### config.mk
export PLATFORM = sky130hd
export DESIGN_NAME = moving_average_filter
export DESIGN_NICKNAME = d
export VERILOG_FILES = /design/src/rtl/core/mavg_pkg.sv /design/src/rtl/core/mavg_div.sv /design/src/rtl/core/mavg_dp.sv /design/src/rtl/core/mavg_ctrl.sv /design/src/rtl/core/moving_average_filter.sv
export SDC_FILE = /design/constraint.sdc
export NUM_CORES = 1
export LEC_CHECK = 0
export ABC_AREA = 1
export BUFFER_PORTS_ARGS = -buffer_cell sky130_fd_sc_hd__buf_4
export CORE_AREA = 2 2 343 345
export CTS_BUF_LIST = sky130_fd_sc_hd__clkbuf_2 sky130_fd_sc_hd__clkbuf_4 sky130_fd_sc_hd__clkbuf_8
export DETAILED_ROUTE_END_ITERATION = 16
export DIE_AREA = 0 0 345 347
export PLACE_DENSITY_LB_ADDON = 0.05
export SYNTH_ARGS = -nofsm -noshare
export SYNTH_HDL_FRONTEND = slang
export SYNTH_HIERARCHICAL = 1
export SYNTH_SLANG_ARGS = --single-unit
### constraint.sdc
create_clock -name clk -period 3.8 [get_ports clk]
set_input_delay 0.19 -clock clk [delete_from_list [all_inputs] [get_ports clk]]
set_output_delay 0.19 -clock clk [all_outputs]
set_load 0.02 [all_outputs]
### src/rtl/core/mavg_pkg.sv
// Shared constants, state encoding and controller/datapath interface types.
package mavg_pkg;

	localparam int MAX_WINDOW  = 64;
	localparam int SAMPLE_BITS = 16;
	localparam int ADDR_W      = (MAX_WINDOW > 1) ? $clog2(MAX_WINDOW) : 1;
	localparam int CNT_W       = $clog2(MAX_WINDOW + 1);
	localparam int SUM_W       = SAMPLE_BITS + ADDR_W + 1;
	localparam int FRAC_BITS   = 8;
	localparam int DIV_W       = SUM_W + FRAC_BITS;
	localparam int STEP_W      = $clog2(DIV_W + 1);
	localparam int MEAN_W      = 24;
	localparam int CFG_W       = 7;
	localparam int OUT_W       = ((MEAN_W + CNT_W + 7) / 8) * 8;

	localparam logic [CFG_W-1:0] WINDOW_RESET = CFG_W'(4);

	typedef enum logic [2:0] {
		ST_IDLE,
		ST_UPDATE,
		ST_DIV_INIT,
		ST_DIV,
		ST_FINISH
	} mavg_state_t;

	typedef struct packed {
		logic load;
		logic update;
		logic div_init;
		logic div_step;
		logic out_load;
	} mavg_cmd_t;

	typedef struct packed {
		logic div_done;
	} mavg_sts_t;

endpackage

### src/rtl/core/mavg_div.sv
// Restoring unsigned divider, one quotient bit per step.
module mavg_div
	import mavg_pkg::*;
(
	input  logic             clk,
	input  logic             arst_n,
	input  logic             init,
	input  logic             step,
	input  logic [DIV_W-1:0] dividend,
	input  logic [CNT_W-1:0] divisor,
	output logic [DIV_W-1:0] quotient,
	output logic             done
);

	logic [DIV_W-1:0]  quo_q;
	logic [CNT_W-1:0]  rem_q;
	logic [CNT_W-1:0]  dvs_q;
	logic [STEP_W-1:0] cnt_q;
	logic [CNT_W:0]    rem_sh;
	logic              fits;

	assign rem_sh = {rem_q, quo_q[DIV_W-1]};
	assign fits   = rem_sh >= {1'b0, dvs_q};

	always_ff @(posedge clk or negedge arst_n) begin
		if (!arst_n) begin
			cnt_q <= '0;
		end else if (init) begin
			cnt_q <= STEP_W'(DIV_W);
		end else if (step && cnt_q != '0) begin
			cnt_q <= cnt_q - STEP_W'(1);
		end
	end

	always_ff @(posedge clk) begin
		if (init) begin
			quo_q <= dividend;
			rem_q <= '0;
			dvs_q <= divisor;
		end else if (step && cnt_q != '0) begin
			quo_q <= {quo_q[DIV_W-2:0], fits};
			rem_q <= fits ? CNT_W'(rem_sh - {1'b0, dvs_q}) : CNT_W'(rem_sh);
		end
	end

	assign quotient = quo_q;
	assign done     = (cnt_q == '0);

endmodule

### src/rtl/core/mavg_dp.sv
// Datapath: sample ring, running sum, fill count, divider and result register.
module mavg_dp
	import mavg_pkg::*;
(
	input  logic                   clk,
	input  logic                   arst_n,
	input  mavg_cmd_t              cmd,
	output mavg_sts_t              sts,
	input  logic                   cfg_we,
	input  logic [CFG_W-1:0]       cfg_wdata,
	input  logic [SAMPLE_BITS-1:0] in_sample,
	input  logic                   in_clear,
	output logic [OUT_W-1:0]       out_data
);

	localparam logic [DIV_W-1:0] POS_LIM = DIV_W'((64'd1 << (MEAN_W - 1)) - 64'd1);
	localparam logic [DIV_W-1:0] NEG_LIM = DIV_W'(64'd1 << (MEAN_W - 1));

	logic signed [SAMPLE_BITS-1:0] ring [MAX_WINDOW];

	logic [CFG_W-1:0]              window_q;
	logic [ADDR_W-1:0]             wslot_q;
	logic [CNT_W-1:0]              fill_q;
	logic signed [SUM_W-1:0]       sum_q;
	logic signed [SAMPLE_BITS-1:0] sample_q;
	logic signed [SAMPLE_BITS-1:0] oldest_q;
	logic                          neg_q;
	logic [MEAN_W-1:0]             mean_q;
	logic [CNT_W-1:0]              count_q;

	logic [CNT_W-1:0]  fill_eff;
	logic [ADDR_W-1:0] fmod;
	logic [ADDR_W-1:0] oldest_addr;
	logic [CNT_W-1:0]  win_eff;
	logic              drop;
	logic [SUM_W-1:0]  sum_mag;
	logic [DIV_W-1:0]  dividend;
	logic [DIV_W-1:0]  quot;
	logic [MEAN_W-1:0] mag24;
	logic [MEAN_W-1:0] mean_d;

	always_comb begin
		fill_eff = in_clear ? '0 : fill_q;
		fmod     = (fill_eff == CNT_W'(MAX_WINDOW)) ? '0 : ADDR_W'(fill_eff);
		if (wslot_q >= fmod) begin
			oldest_addr = wslot_q - fmod;
		end else begin
			oldest_addr = ADDR_W'(wslot_q + ADDR_W'(MAX_WINDOW) - fmod);
		end
		if (window_q == '0) begin
			win_eff = CNT_W'(1);
		end else if (int'(window_q) > MAX_WINDOW) begin
			win_eff = CNT_W'(MAX_WINDOW);
		end else begin
			win_eff = CNT_W'(window_q);
		end
		drop     = (fill_q >= win_eff);
		sum_mag  = sum_q[SUM_W-1] ? SUM_W'(-sum_q) : SUM_W'(sum_q);
		dividend = {sum_mag, {FRAC_BITS{1'b0}}};
		mag24    = MEAN_W'(quot);
		if (!neg_q) begin
			mean_d = (quot > POS_LIM) ? MEAN_W'(POS_LIM) : mag24;
		end else begin
			mean_d = (quot > NEG_LIM) ? MEAN_W'(NEG_LIM) : MEAN_W'(-mag24);
		end
	end

	always_ff @(posedge clk or negedge arst_n) begin
		if (!arst_n) begin
			window_q <= WINDOW_RESET;
			wslot_q  <= '0;
			fill_q   <= '0;
			sum_q    <= '0;
		end else begin
			if (cfg_we) begin
				window_q <= cfg_wdata;
			end
			if (cmd.load) begin
				fill_q <= fill_eff;
				if (in_clear) begin
					sum_q <= '0;
				end
			end else if (cmd.update) begin
				if (!drop) begin
					fill_q <= fill_q + CNT_W'(1);
				end
				sum_q <= sum_q + SUM_W'(sample_q) - (drop ? SUM_W'(oldest_q) : '0);
				wslot_q <= (int'(wslot_q) == MAX_WINDOW - 1) ? '0 : wslot_q + ADDR_W'(1);
			end
		end
	end

	always_ff @(posedge clk) begin
		if (cmd.load) begin
			sample_q <= in_sample;
			oldest_q <= ring[oldest_addr];
		end
		if (cmd.update) begin
			ring[wslot_q] <= sample_q;
		end
		if (cmd.div_init) begin
			neg_q <= sum_q[SUM_W-1];
		end
		if (cmd.out_load) begin
			mean_q  <= mean_d;
			count_q <= fill_q;
		end
	end

	mavg_div u_div (
		.clk      (clk),
		.arst_n   (arst_n),
		.init     (cmd.div_init),
		.step     (cmd.div_step),
		.dividend (dividend),
		.divisor  (fill_q),
		.quotient (quot),
		.done     (sts.div_done)
	);

	assign out_data = OUT_W'({count_q, mean_q});

endmodule

### src/rtl/core/mavg_ctrl.sv
// Controller: sequences sample update, division and result hand-off.
module mavg_ctrl
	import mavg_pkg::*;
(
	input  logic      clk,
	input  logic      arst_n,
	input  logic      s_tvalid,
	output logic      s_tready,
	output logic      m_tvalid,
	input  logic      m_tready,
	output mavg_cmd_t cmd,
	input  mavg_sts_t sts
);

	mavg_state_t state_q;
	mavg_state_t state_d;
	logic        m_tvalid_q;

	always_ff @(posedge clk or negedge arst_n) begin
		if (!arst_n) begin
			state_q <= ST_IDLE;
		end else begin
			state_q <= state_d;
		end
	end

	always_comb begin
		state_d  = state_q;
		cmd      = '0;
		s_tready = 1'b0;
		case (state_q)
			ST_IDLE: begin
				s_tready = 1'b1;
				if (s_tvalid) begin
					cmd.load = 1'b1;
					state_d  = ST_UPDATE;
				end
			end
			ST_UPDATE: begin
				cmd.update = 1'b1;
				state_d    = ST_DIV_INIT;
			end
			ST_DIV_INIT: begin
				cmd.div_init = 1'b1;
				state_d      = ST_DIV;
			end
			ST_DIV: begin
				if (sts.div_done) begin
					state_d = ST_FINISH;
				end else begin
					cmd.div_step = 1'b1;
				end
			end
			ST_FINISH: begin
				if (!m_tvalid_q || m_tready) begin
					cmd.out_load = 1'b1;
					state_d      = ST_IDLE;
				end
			end
			default: begin
				state_d = ST_IDLE;
			end
		endcase
	end

	always_ff @(posedge clk or negedge arst_n) begin
		if (!arst_n) begin
			m_tvalid_q <= 1'b0;
		end else if (cmd.out_load) begin
			m_tvalid_q <= 1'b1;
		end else if (m_tready) begin
			m_tvalid_q <= 1'b0;
		end
	end

	assign m_tvalid = m_tvalid_q;

	a_accept_updates: assert property (@(posedge clk) disable iff (!arst_n)
		(s_tvalid && s_tready) |=> (state_q == ST_UPDATE))
		else $error("accepted request not followed by update");

	a_no_overwrite: assert property (@(posedge clk) disable iff (!arst_n)
		cmd.out_load |-> (!m_tvalid_q || m_tready))
		else $error("result register overwritten while held");

	a_div_runs: assert property (@(posedge clk) disable iff (!arst_n)
		(state_q == ST_DIV_INIT) |=> !sts.div_done)
		else $error("divider reports done right after init");

	a_held_result: assert property (@(posedge clk) disable iff (!arst_n)
		(m_tvalid && !m_tready) |=> m_tvalid)
		else $error("pending result dropped");

endmodule

### src/rtl/core/moving_average_filter.sv
// Top level of the simple moving average filter.
// Each accepted request carries one signed sample (and a clear flag that empties the
// window first) and yields one result: the mean of the last window_size samples in
// signed Q15.8, truncated toward zero, plus the number of samples averaged. An item
// occupies the block from the cycle in which it is accepted, which reads the oldest
// sample from the ring. Then ST_UPDATE updates the running sum, ST_DIV_INIT loads the
// divider, ST_DIV runs the bit-serial divider (31 quotient bits plus a done check) and
// ST_FINISH loads the result register, after which the block is idle again; no new
// request is accepted before then. A result waiting in the output register does not
// block acceptance of the next sample; only a second finished result waits for it.
// Write window_size only while the block is idle.
module moving_average_filter
	import mavg_pkg::*;
(
	input  logic                   clk,
	input  logic                   arst_n,
	input  logic                   s_tvalid,
	output logic                   s_tready,
	input  logic [SAMPLE_BITS-1:0] s_tdata,   // [15:0] sample
	input  logic                   s_tuser,   // [0] clear_before
	output logic                   m_tvalid,
	input  logic                   m_tready,
	output logic [OUT_W-1:0]       m_tdata,   // [23:0] mean, [30:24] count, [31] zero
	input  logic                   cfg_we,
	input  logic [CFG_W-1:0]       cfg_wdata  // window_size
);

	mavg_cmd_t cmd;
	mavg_sts_t sts;

	mavg_ctrl u_ctrl (
		.clk      (clk),
		.arst_n   (arst_n),
		.s_tvalid (s_tvalid),
		.s_tready (s_tready),
		.m_tvalid (m_tvalid),
		.m_tready (m_tready),
		.cmd      (cmd),
		.sts      (sts)
	);

	mavg_dp u_dp (
		.clk       (clk),
		.arst_n    (arst_n),
		.cmd       (cmd),
		.sts       (sts),
		.cfg_we    (cfg_we),
		.cfg_wdata (cfg_wdata),
		.in_sample (s_tdata),
		.in_clear  (s_tuser),
		.out_data  (m_tdata)
	);

endmodule

# [Yosys cells after proc, flatten, opt, wreduce, memory -nomap -nowiden]
# Memory sizes are Yosys's and may differ from the RTL's. A register that Yosys moved wholly into a read port is not among the register bits.
# Cells that the tools add are included.
# W data, S select, Z words.
[totals] ram_bits=1024 register_bits=145 out_inout_bits=34 memories=1 elab_cells=94 latch_bits=0 mem_bits_ro=0
[classes] n_bitwise=1 magnitude_cmp=5 n_reduce_logical=14 div=0 muxes=38 n_eq_ne=11 n_shift=0 n_mul=0 add_sub_neg=9
[mem_list] memory="u_dp.ring" depth=64 width=16 read_ports=1 rd_clocked_by_memory_dff=1 wr=1 line="mavg_dp.sv:19" source="logic signed [SAMPLE_BITS-1:0] ring [MAX_WINDOW];"
[op_table] operator="$mux W23" n=5
[op_table] operator="$mux W24" n=3
[op_table] operator="$mux W31" n=2
[op_table] operator="$mux W7" n=7
[op_table] operator="$gt A31 B23 Y1 const B" n=1
[op_table] operator="$gt A31 B24 Y1 const B" n=1
[op_table] operator="$neg A24 Y24" n=1
[op_table] operator="$add A23 B23 Y23" n=1
[op_table] operator="$neg A23 Y23" n=1
[op_table] operator="$sub A23 B23 Y23" n=1
[op_table] operator="$pmux W3 S5" n=1
[op_table] operator="$mux W1" n=13
[op_table] operator="$mux W6" n=2
[op_table] operator="$mux W5" n=2
[op_table] operator="$mux W3" n=3
[op_table] operator="$ge A8 B7 Y1" n=1
[op_table] operator="$ne A2 B2 Y1 const B" n=4
[op_table] operator="$add A7 B1 Y7 const B" n=1
[op_table] operator="$eq A7 B7 Y1 const B" n=1
[op_table] operator="$ge A7 B7 Y1" n=1
[op_table] operator="$gt A7 B7 Y1 const B" n=1
[op_table] operator="$logic_not A7 Y1" n=1
[op_table] operator="$sub A7 B7 Y7" n=1
[op_table] operator="$add A6 B1 Y6 const B" n=1
[op_table] operator="other kinds (17)" n=22

# [Longest topological paths before layout]
# Gate-level depths: netlist of the first run.
[logic_depth] word_depth=8 mapped_depth=28 ltp_nobuf=27

# [Cells and area by module]
# Netlist of the first run, hierarchy kept.
[modules_own_cells] mod="mavg_dp" n_inst=1 area_per_inst_um2=49085.8 seq_area_each_um2=33748.6 cells_each=4319
[modules_own_cells] mod="mavg_div" n_inst=1 area_per_inst_um2=2543.7 seq_area_each_um2=1406.3 cells_each=289
[modules_own_cells] mod="mavg_ctrl" n_inst=1 area_per_inst_um2=227.7 seq_area_each_um2=100.1 cells_each=32

# [Worst setup path after synthesis of the first run]
# No wires, ideal clock.
[synth_timing] path_type="register -> register" startpoint="reg u_dp.window_q[4]" endpoint="reg u_dp.sum_q[17]" path_buffers=1 synth_period_minus_slack_ps=3807 setup_ps=118 path_stages_with_launch=25 t_arrival_ps=3689 required_ps=3682 slack_ps=-7 path_cell_list="dfrtp_1 nor4_1 nand3_1 nand2_1 nand2_1 ha_1 nand2_1 nand2_1 a21oi_1 nand3_1 inv_1 clkbuf_1 nor2_1 fa_1 inv_1 ha_1 nand2_1 nor2_1 inv_1 o21bai_1 nand2_1 nand3_1 nand2_1 nand3_1 nand2_1"
[synth_via] elab_chain_len=8 elab_cells_between_ends=9 classes_between="1 x add/sub; 2 x order compare; 5 x mux; 1 x reduce/logical"
[synth_rtl] element="start, declared" line="mavg_dp.sv:21" source="logic [CFG_W-1:0] window_q;"
[synth_rtl] element="start signal, assigned" line="mavg_dp.sv:76" source="window_q <= cfg_wdata;"
[synth_rtl] element="$gt A7 B7 Y1" line="mavg_dp.sv:52" source="end else if (int'(window_q) > MAX_WINDOW) begin"
[synth_rtl] element="$mux W7" line="mavg_dp.sv:52"
[synth_rtl] element="$mux W7 *" line="mavg_dp.sv:50" source="if (window_q == '0) begin"
[synth_rtl] element="$ge A7 B7 Y1 *" line="mavg_dp.sv:57" source="drop = (fill_q >= win_eff);"
[synth_rtl] element="$mux W23 *" line="mavg_dp.sv:87" source="sum_q <= sum_q + SUM_W'(sample_q) - (drop ? SUM_W'(oldest_q) : '0);"
[synth_rtl] element="$sub A23 B23 Y23 *" line="mavg_dp.sv:87"
[synth_rtl] element="$mux W23 *" line="mavg_dp.sv:83" source="end else if (cmd.update) begin"
[synth_rtl] element="$mux W23 *" line="mavg_dp.sv:78" source="if (cmd.load) begin"
[synth_rtl] element="end signal, assigned" line="mavg_dp.sv:87"
[synth_rtl] element="end, declared" line="mavg_dp.sv:24" source="logic signed [SUM_W-1:0] sum_q;"
# Mark *: on every way between the ends. The rest lies on a longest branch, timed or not. The select of a mux whose other input is x is not followed.
# A chain may end at the register's enable or synchronous reset.

# [Worst setup path after layout of the first run]
[layout_timing] startpoint="reg u_dp.window_q[4]" endpoint="reg u_dp.sum_q[20]"
# The elaborated chain is that of the path after synthesis.

==> results of run 1 <==
## worst max-delay path, stage by stage (launching register included)
cell and delay [ns]:
dfrtp_1 0.41, nor4_4 0.32, nand3_2 0.15, nand2_4 0.11
nand2_2 0.06, ha_4 0.22, nand2_2 0.08, nand2_2 0.08
a21oi_4 0.18, nand3_4 0.12, inv_6 0.10, buf_12 0.14
buf_6 0.11, nor2_4 0.03, fa_1 0.51, inv_2 0.04
ha_4 0.30, nand2_4 0.06, buf_4 0.14, nor2_4 0.08
and2_4 0.15, nand4_1 0.09, nand3_1 0.09, nand2_1 0.05
nand3_1 0.06, nand2_1 0.05
## final cells by class
type,instances,area [um2]
Antenna cell,2,5.00
Clock buffer,279,3380
Clock inverter,90,541
Fill cell,10300,54800
Inverter,248,967
Multi-Input combinational cell,2969,15300
Sequential cell,1185,35300
Tap cell,1524,1910
Timing Repair Buffer,391,3530
## placed cells by master (no fill, tap or decap), types with 37 or more instances in the layout
cell           netlist  layout
nor2_1            1102    1069
dfrtp_1             51      51
clkbuf_4             0      74
inv_1              232     217
clkbuf_8             0     205
o21ai_1             34      46
nand4_1             37      37
o211ai_1            98      98
nand3_1            486     479
buf_4               35     297
dlygate4sd3_1        0      59
nand2_1            404     361
o21ai_0            536     521
xor2_1              47      46
nand2_2              7      41
clkinv_1             3      55
edfxtp_1          1126    1126
## kinds of logic (layout without fill, tap and decap cells)
family          count (synthesis)  after routing
simple gates                 2099           2099
flops                        1185           1185
compound gates                735            735
buf+inv                       494           1008
fa+ha+maj                      72             72
xor+xnor                       50             50
mux                             4              4
other cells                     1             11
## synthesized netlist by cell type, types with 4 or more instances
cell type	count
nand2_2	7
o21ai_0	536
and2_1	4
nor3_1	12
ha_1	48
dfxtp_1	7
nor4_1	12
nand3b_1	11
o22ai_1	5
nand2_1	404
buf_2	65
o21ai_2	11
o21ai_1	34
clkbuf_1	90
buf_4	35
dfrtp_1	51
o211ai_1	98
buf_1	39
buf_6	17
mux2_2	4
a21oi_1	39
nor2_1	1102
fa_1	24
nand4_1	37
xor2_1	47
inv_2	12
inv_1	232
nor2_2	7
edfxtp_1	1126
nor2_4	4
nand3_1	486
o21bai_1	5
## per-layer routing
metal / global-route usage (%) / vias to the layer above / wire [um]
met5: 0 / - / 0
met4: 9.26 / 0 / 4890
met3: 4.29 / 235 / 8350
met2: 40.3 / 1034 / 71400
met1: 34.5 / 17800 / 67300
li1: - / 17000 / -
## path summary, 6_finish.rpt
check,start,to,slack (ns),cells after the start
max in group asynchronous,arst_n,u_dp/window_q[6],3.09,4
worst max register to register,u_dp/window_q[4],u_dp/sum_q[20],-0.06,25
worst min-delay path,m_tready,u_ctrl/state_q[2],0.21,5
worst min register to register,u_dp/u_div/rem_q[5],u_dp/u_div/rem_q[5],0.46,2
worst max-delay path,u_dp/window_q[4],u_dp/sum_q[20],-0.06,25
min in group asynchronous,arst_n,u_dp/window_q[2],0.39,3
## sequential cells by signal, summed over array words and instances, names as in the netlist
| register | count |
|---|---|
| u_dp/ring | 1024 |
| u_dp/u_div/quotient | 31 |
| u_dp/mean_q | 24 |
| u_dp/sum_q | 23 |
| u_dp/oldest_q | 16 |
| u_dp/sample_q | 16 |
| u_dp/count_q | 7 |
| u_dp/fill_q | 7 |
| u_dp/u_div/dvs_q | 7 |
| u_dp/u_div/rem_q | 7 |
| u_dp/window_q | 7 |
| u_dp/wslot_q | 6 |
| u_dp/u_div/cnt_q | 5 |
| u_ctrl/state_q | 3 |
| u_ctrl/m_tvalid | 1 |
| u_dp/neg_q | 1 |
## repair_timing
item / in CTS / in global routing
gates resized for setup: 73 / 128
endpoints found under the hold margin: 129 / 0
setup endpoints to repair: 19 / 20
gates cloned: 1 / 0
hold buffers: 60 / 0
pin swaps: 17 / 41
setup buffers: 1 / 2
## per-stage QoR
| step | instances | cell area [um2] | hold slack, ns |
|---|---|---|---|
| finish | 6688 | 60900 | 0.209 |
| global route | 6687 | 60900 | 0.198 |
| CTS | 6684 | 60500 | 0.115 |
| detailed placement | 6253 | 55500 | 0.327 |
| global placement | 6253 | 55500 | 0.327 |
| floorplan | 4648 | 51900 | -0.106 |
==> reports/metrics.yaml, run 1 <==
detailed_routing:
  vias: 36100
  drt_first_iter_violations: 3490
  first_pass_iters: 6
  wl_per_cell_um: 22.7
  totalWireLength_um: 152000
  drc_errors: 0
  vias_per_cell: 5.40
  detail-route-antenna-nets: 0
timing:
  finClkSkew_ns: 0.0366
  fin_ws_ns: -0.0576
  maxSlewViolCount: 0
  setup_viol: 13
  rsz0062_at_grt: "true"
  fin_tns_setup_ns: -0.417
  slew_headroom_pct: 35.5
  worstMarginPinSlew_ns: 0.968
  hold_violations: 0
  period_share_pct: 102
  fmax_mhz: 259
  period_minus_slack_ns: 3.86
yosys:
  postSynthCellCount: 4640
  synthAdderAreaFrac_pct: 2.08
  synth_top_family_by_area: "simple AND/OR/NAND/NOR gates"
  synthXorXnorAreaFrac_pct: 0.844
  synth_mux_area_share_pct: 0.0869
  synth_top_cell_area_share_pct: 65.2
  synth-simple-area-share_pct: 17.0
  synth_compound_area_share_pct: 7.73
  yosysWarnings: 6
  yosysSeqAreaShare_pct: 68.0
  netlist_area_um2: 51900
  synth_seq_cells: 1185
  synth_edf_count: 1126
  ys_types: 53
  async_flop_share_pct: 4.39
  netlist_top_cells_area: "edfxtp_1, nor2_1, o21ai_0, nand3_1, nand2_1"
  synth_ff_type: "edfxtp_1"
  avgSynthCellArea_um2: 11.2
  yosysTopAreaCell: "edfxtp_1"
placement:
  port_buffers: 61
  gp_congestion: 0.905
  place_ws_ns: -0.325
  post-dp-hpwl_um: 89700
worst_setup_path:
  required_ns: 4.60
  startpoint_type: "register"
  worstSetupEndpointType: "register"
  worstSetupPathType: "reg -> reg"
  crit_arrival_ns: 4.65
  crit_fanout: 7
cells_and_area:
  final_util_pct: 52.6
  drive_gt1_share_pct: 16.9
  nNetsFinal: 5096
  syn2layout_area_growth_pct: 17.4
outcome:
  outcome: "complete, but fails checks"
  violations: "negative setup slack"
clock_tree:
  clkSinkCount: 1185
  cts_buffer_depth: 3
  insertion_delay_ns: 0.92
  cts_root_buffer: "clkbuf_8"
  clk_pin_slew_ns: 0.07
  cts_buffers: 200
  cts_tree: "yes"
  h-tree-depth: 4
grt:
  track_usage_pct: 25.1
  grt_pass1_vias: 35100
  antenna_found_initial: 3
  grt_max_degree: 93
  grt_pass1_wl_um: 226000
  grt-ovfl-total: 0
die:
  fp.dieH_um: 347
  coreArea_um2: 116000
  start_util_pct: 44.8
  dieWidth_um: 345
  num_rows: 125
  die-area_um2: 120000
  io_pins: 63
min_path:
  hp-class: "in -> reg"
run:
  cap_violations: 0
Power of run 1 is not shown: default switching activity piles up to over one toggle a cycle in this logic, so the estimate is an artifact.
==> inputs of run 2 (changes only) <==
==> constraint.sdc (replaced) <==
create_clock -name clk -period 3.8 [get_ports clk]
set_input_delay 1.14 -clock clk [delete_from_list [all_inputs] [get_ports clk]]
set_output_delay 1.14 -clock clk [all_outputs]
set_load 0.02 [all_outputs]
==> reports/metrics.yaml, run 2 (synthesis gave the netlist of run 1 again) <==
outcome:
  outcome: "complete, but fails checks"
  violations: "negative setup slack"
worst_setup_path:
  startpoint_type: "register"
  crit_arrival_ns: 4.54
  worstSetupEndpointType: "register"
  worstSetupPathType: "reg -> reg"
  startpoint: "u_dp/window_q[4]"
  r2r_start: "u_dp/window_q[4]"
  crit_fanout: 7
  required_ns: 4.49
cells_and_area:
  drive_gt1_share_pct: 17.9
  final_cell_count_no_fill: 6691
  largest_reg_flops: 1024
  layout_common_cells: "edfxtp_1, nor2_1, o21ai_0"
  syn2layout_area_growth_pct: 17.4
  nNetsFinal: 5120
  final_util_pct: 52.6
  final_common_cell: "edfxtp_1"
  largest_register: "u_dp/ring"
placement:
  port_buffers: 61
  gp_congestion: 0.896
  dp.cells: 6333
  post-dp-hpwl_um: 92200
clock_tree:
  insertion_delay_ns: 0.88
  cts_tree: "yes"
  cts_buffers: 199
  clk_pin_slew_ns: 0.06
  cts_buffer_depth: 3
  clkSinkCount: 1185
  cts_hold_buf: 0
  h-tree-depth: 4
  cts_root_buffer: "clkbuf_8"
grt:
  grt_max_degree: 101
  antenna_found_initial: 1
  grt_pass1_vias: 35500
  grt_pass1_wl_um: 228000
  track_usage_pct: 25.3
  grt-ovfl-total: 0
timing:
  period_share_pct: 101
  period_minus_slack_ns: 3.86
  fmax_mhz: 259
  maxSlewViolCount: 0
  fin_ws_ns: -0.0556
  setup_viol: 8
  rsz0062_at_grt: "true"
  hold_violations: 0
  slew_headroom_pct: 14.0
  worstMarginPinSlew_ns: 1.28
  timing.hold.ws_ns: 0.346
  finClkSkew_ns: 0.0417
  fin_tns_setup_ns: -0.270
die:
  start_util_pct: 44.8
  fp.dieH_um: 347
  dieWidth_um: 345
  die-area_um2: 120000
  io_pins: 63
  num_rows: 125
  coreArea_um2: 116000
detailed_routing:
  wl_per_cell_um: 22.8
  totalWireLength_um: 152000
  vias_per_cell: 5.41
  vias: 36200
  detail-route-antenna-nets: 0
  drc_errors: 0
  drt_first_iter_violations: 3530
  first_pass_iters: 6
run:
  cap_violations: 0
min_path:
  hp-class: "in -> async"
[run 2: changes by cell type in the layout (fill, tap and decap cells not counted), moves of 4 or more]
| cell | before | now |
|---|---|---|
| nor2_2 | 25 | 19 |
| clkbuf_4 | 74 | 64 |
| nand2_4 | 9 | 13 |
| a21oi_1 | 21 | 27 |
| a21oi_2 | 17 | 8 |
| buf_4 | 297 | 366 |
| dlygate4sd3_1 | 59 | 0 |
| buf_12 | 32 | 44 |
[run 2: per-stage QoR]
stage	area, um2	setup slack (ns)
2_1_floorplan	51900	0.0974
3_5_place_dp	56300	-0.762
3_3_place_gp	56300	-0.734
5_1_grt	60900	-0.295
4_1_cts	60500	-0.0487
6_report	60900	-0.0556
[run 2: layout make-up]
type	instances	area, um2
flip-flops and latches	1185	35300
multi-input cells	2969	15300
clock inverters	81	457
clock buffers	267	3270
diodes	1	2.50
inverters	248	965
fillers	10300	54800
well taps	1524	1910
repair buffers	416	3720
[run 2: path summary, 6_finish.rpt]
path | end | slack [ns] | cells after the start
setup / recovery | u_dp/sum_q[14] | -0.06 | 27
hold / removal | u_dp/wslot_q[4] | 0.35 | 1
setup reg to reg | u_dp/sum_q[14] | -0.06 | 27
hold reg to reg | u_dp/u_div/rem_q[4] | 0.46 | 2
max in group asynchronous | u_dp/sum_q[10] | 2.94 | 1
min in group clk | u_dp/sample_q[6] | 0.46 | 1
[run 2: timing repair]
action | in CTS | in global routing
pin swaps | 24 | 39
buffers inserted | 3 | 5
cloned | 1 | 0
endpoints found under the setup margin | 20 | 24
resized for setup | 111 | 95
[run 2: critical path: stages, from the launching register on]
cell and delay, ns:
dfrtp_1 0.40, nor4_2 0.29, nand3_1 0.15, nand2_2 0.12, nand2_2 0.08, ha_4 0.22, nand2_2 0.07, nand2_2 0.06
a21oi_4 0.17, nand3_4 0.12, inv_6 0.11, buf_12 0.14, buf_8 0.11, nor2_4 0.04, fa_1 0.49, inv_2 0.05
ha_4 0.30, nand2_1 0.07, nand2_2 0.07, nand2_1 0.05, nand2_1 0.07, inv_1 0.04, nand2_1 0.08, inv_1 0.05
nand2_2 0.06, a21oi_1 0.05, o21ai_1 0.11, o21ai_1 0.12
[run 2: per-layer routing]
layer | share of wire, % | up-vias | global-route usage (%)
met3 | 5.2 | 230 | 3.30
met5 | 0 | - | 0
met1 | 44 | 17800 | 34.6
met4 | 2.6 | 0 | 7.75
li1 | - | 17000 | -
met2 | 48 | 1067 | 42.2
Power of run 2 is left out for the same reason.
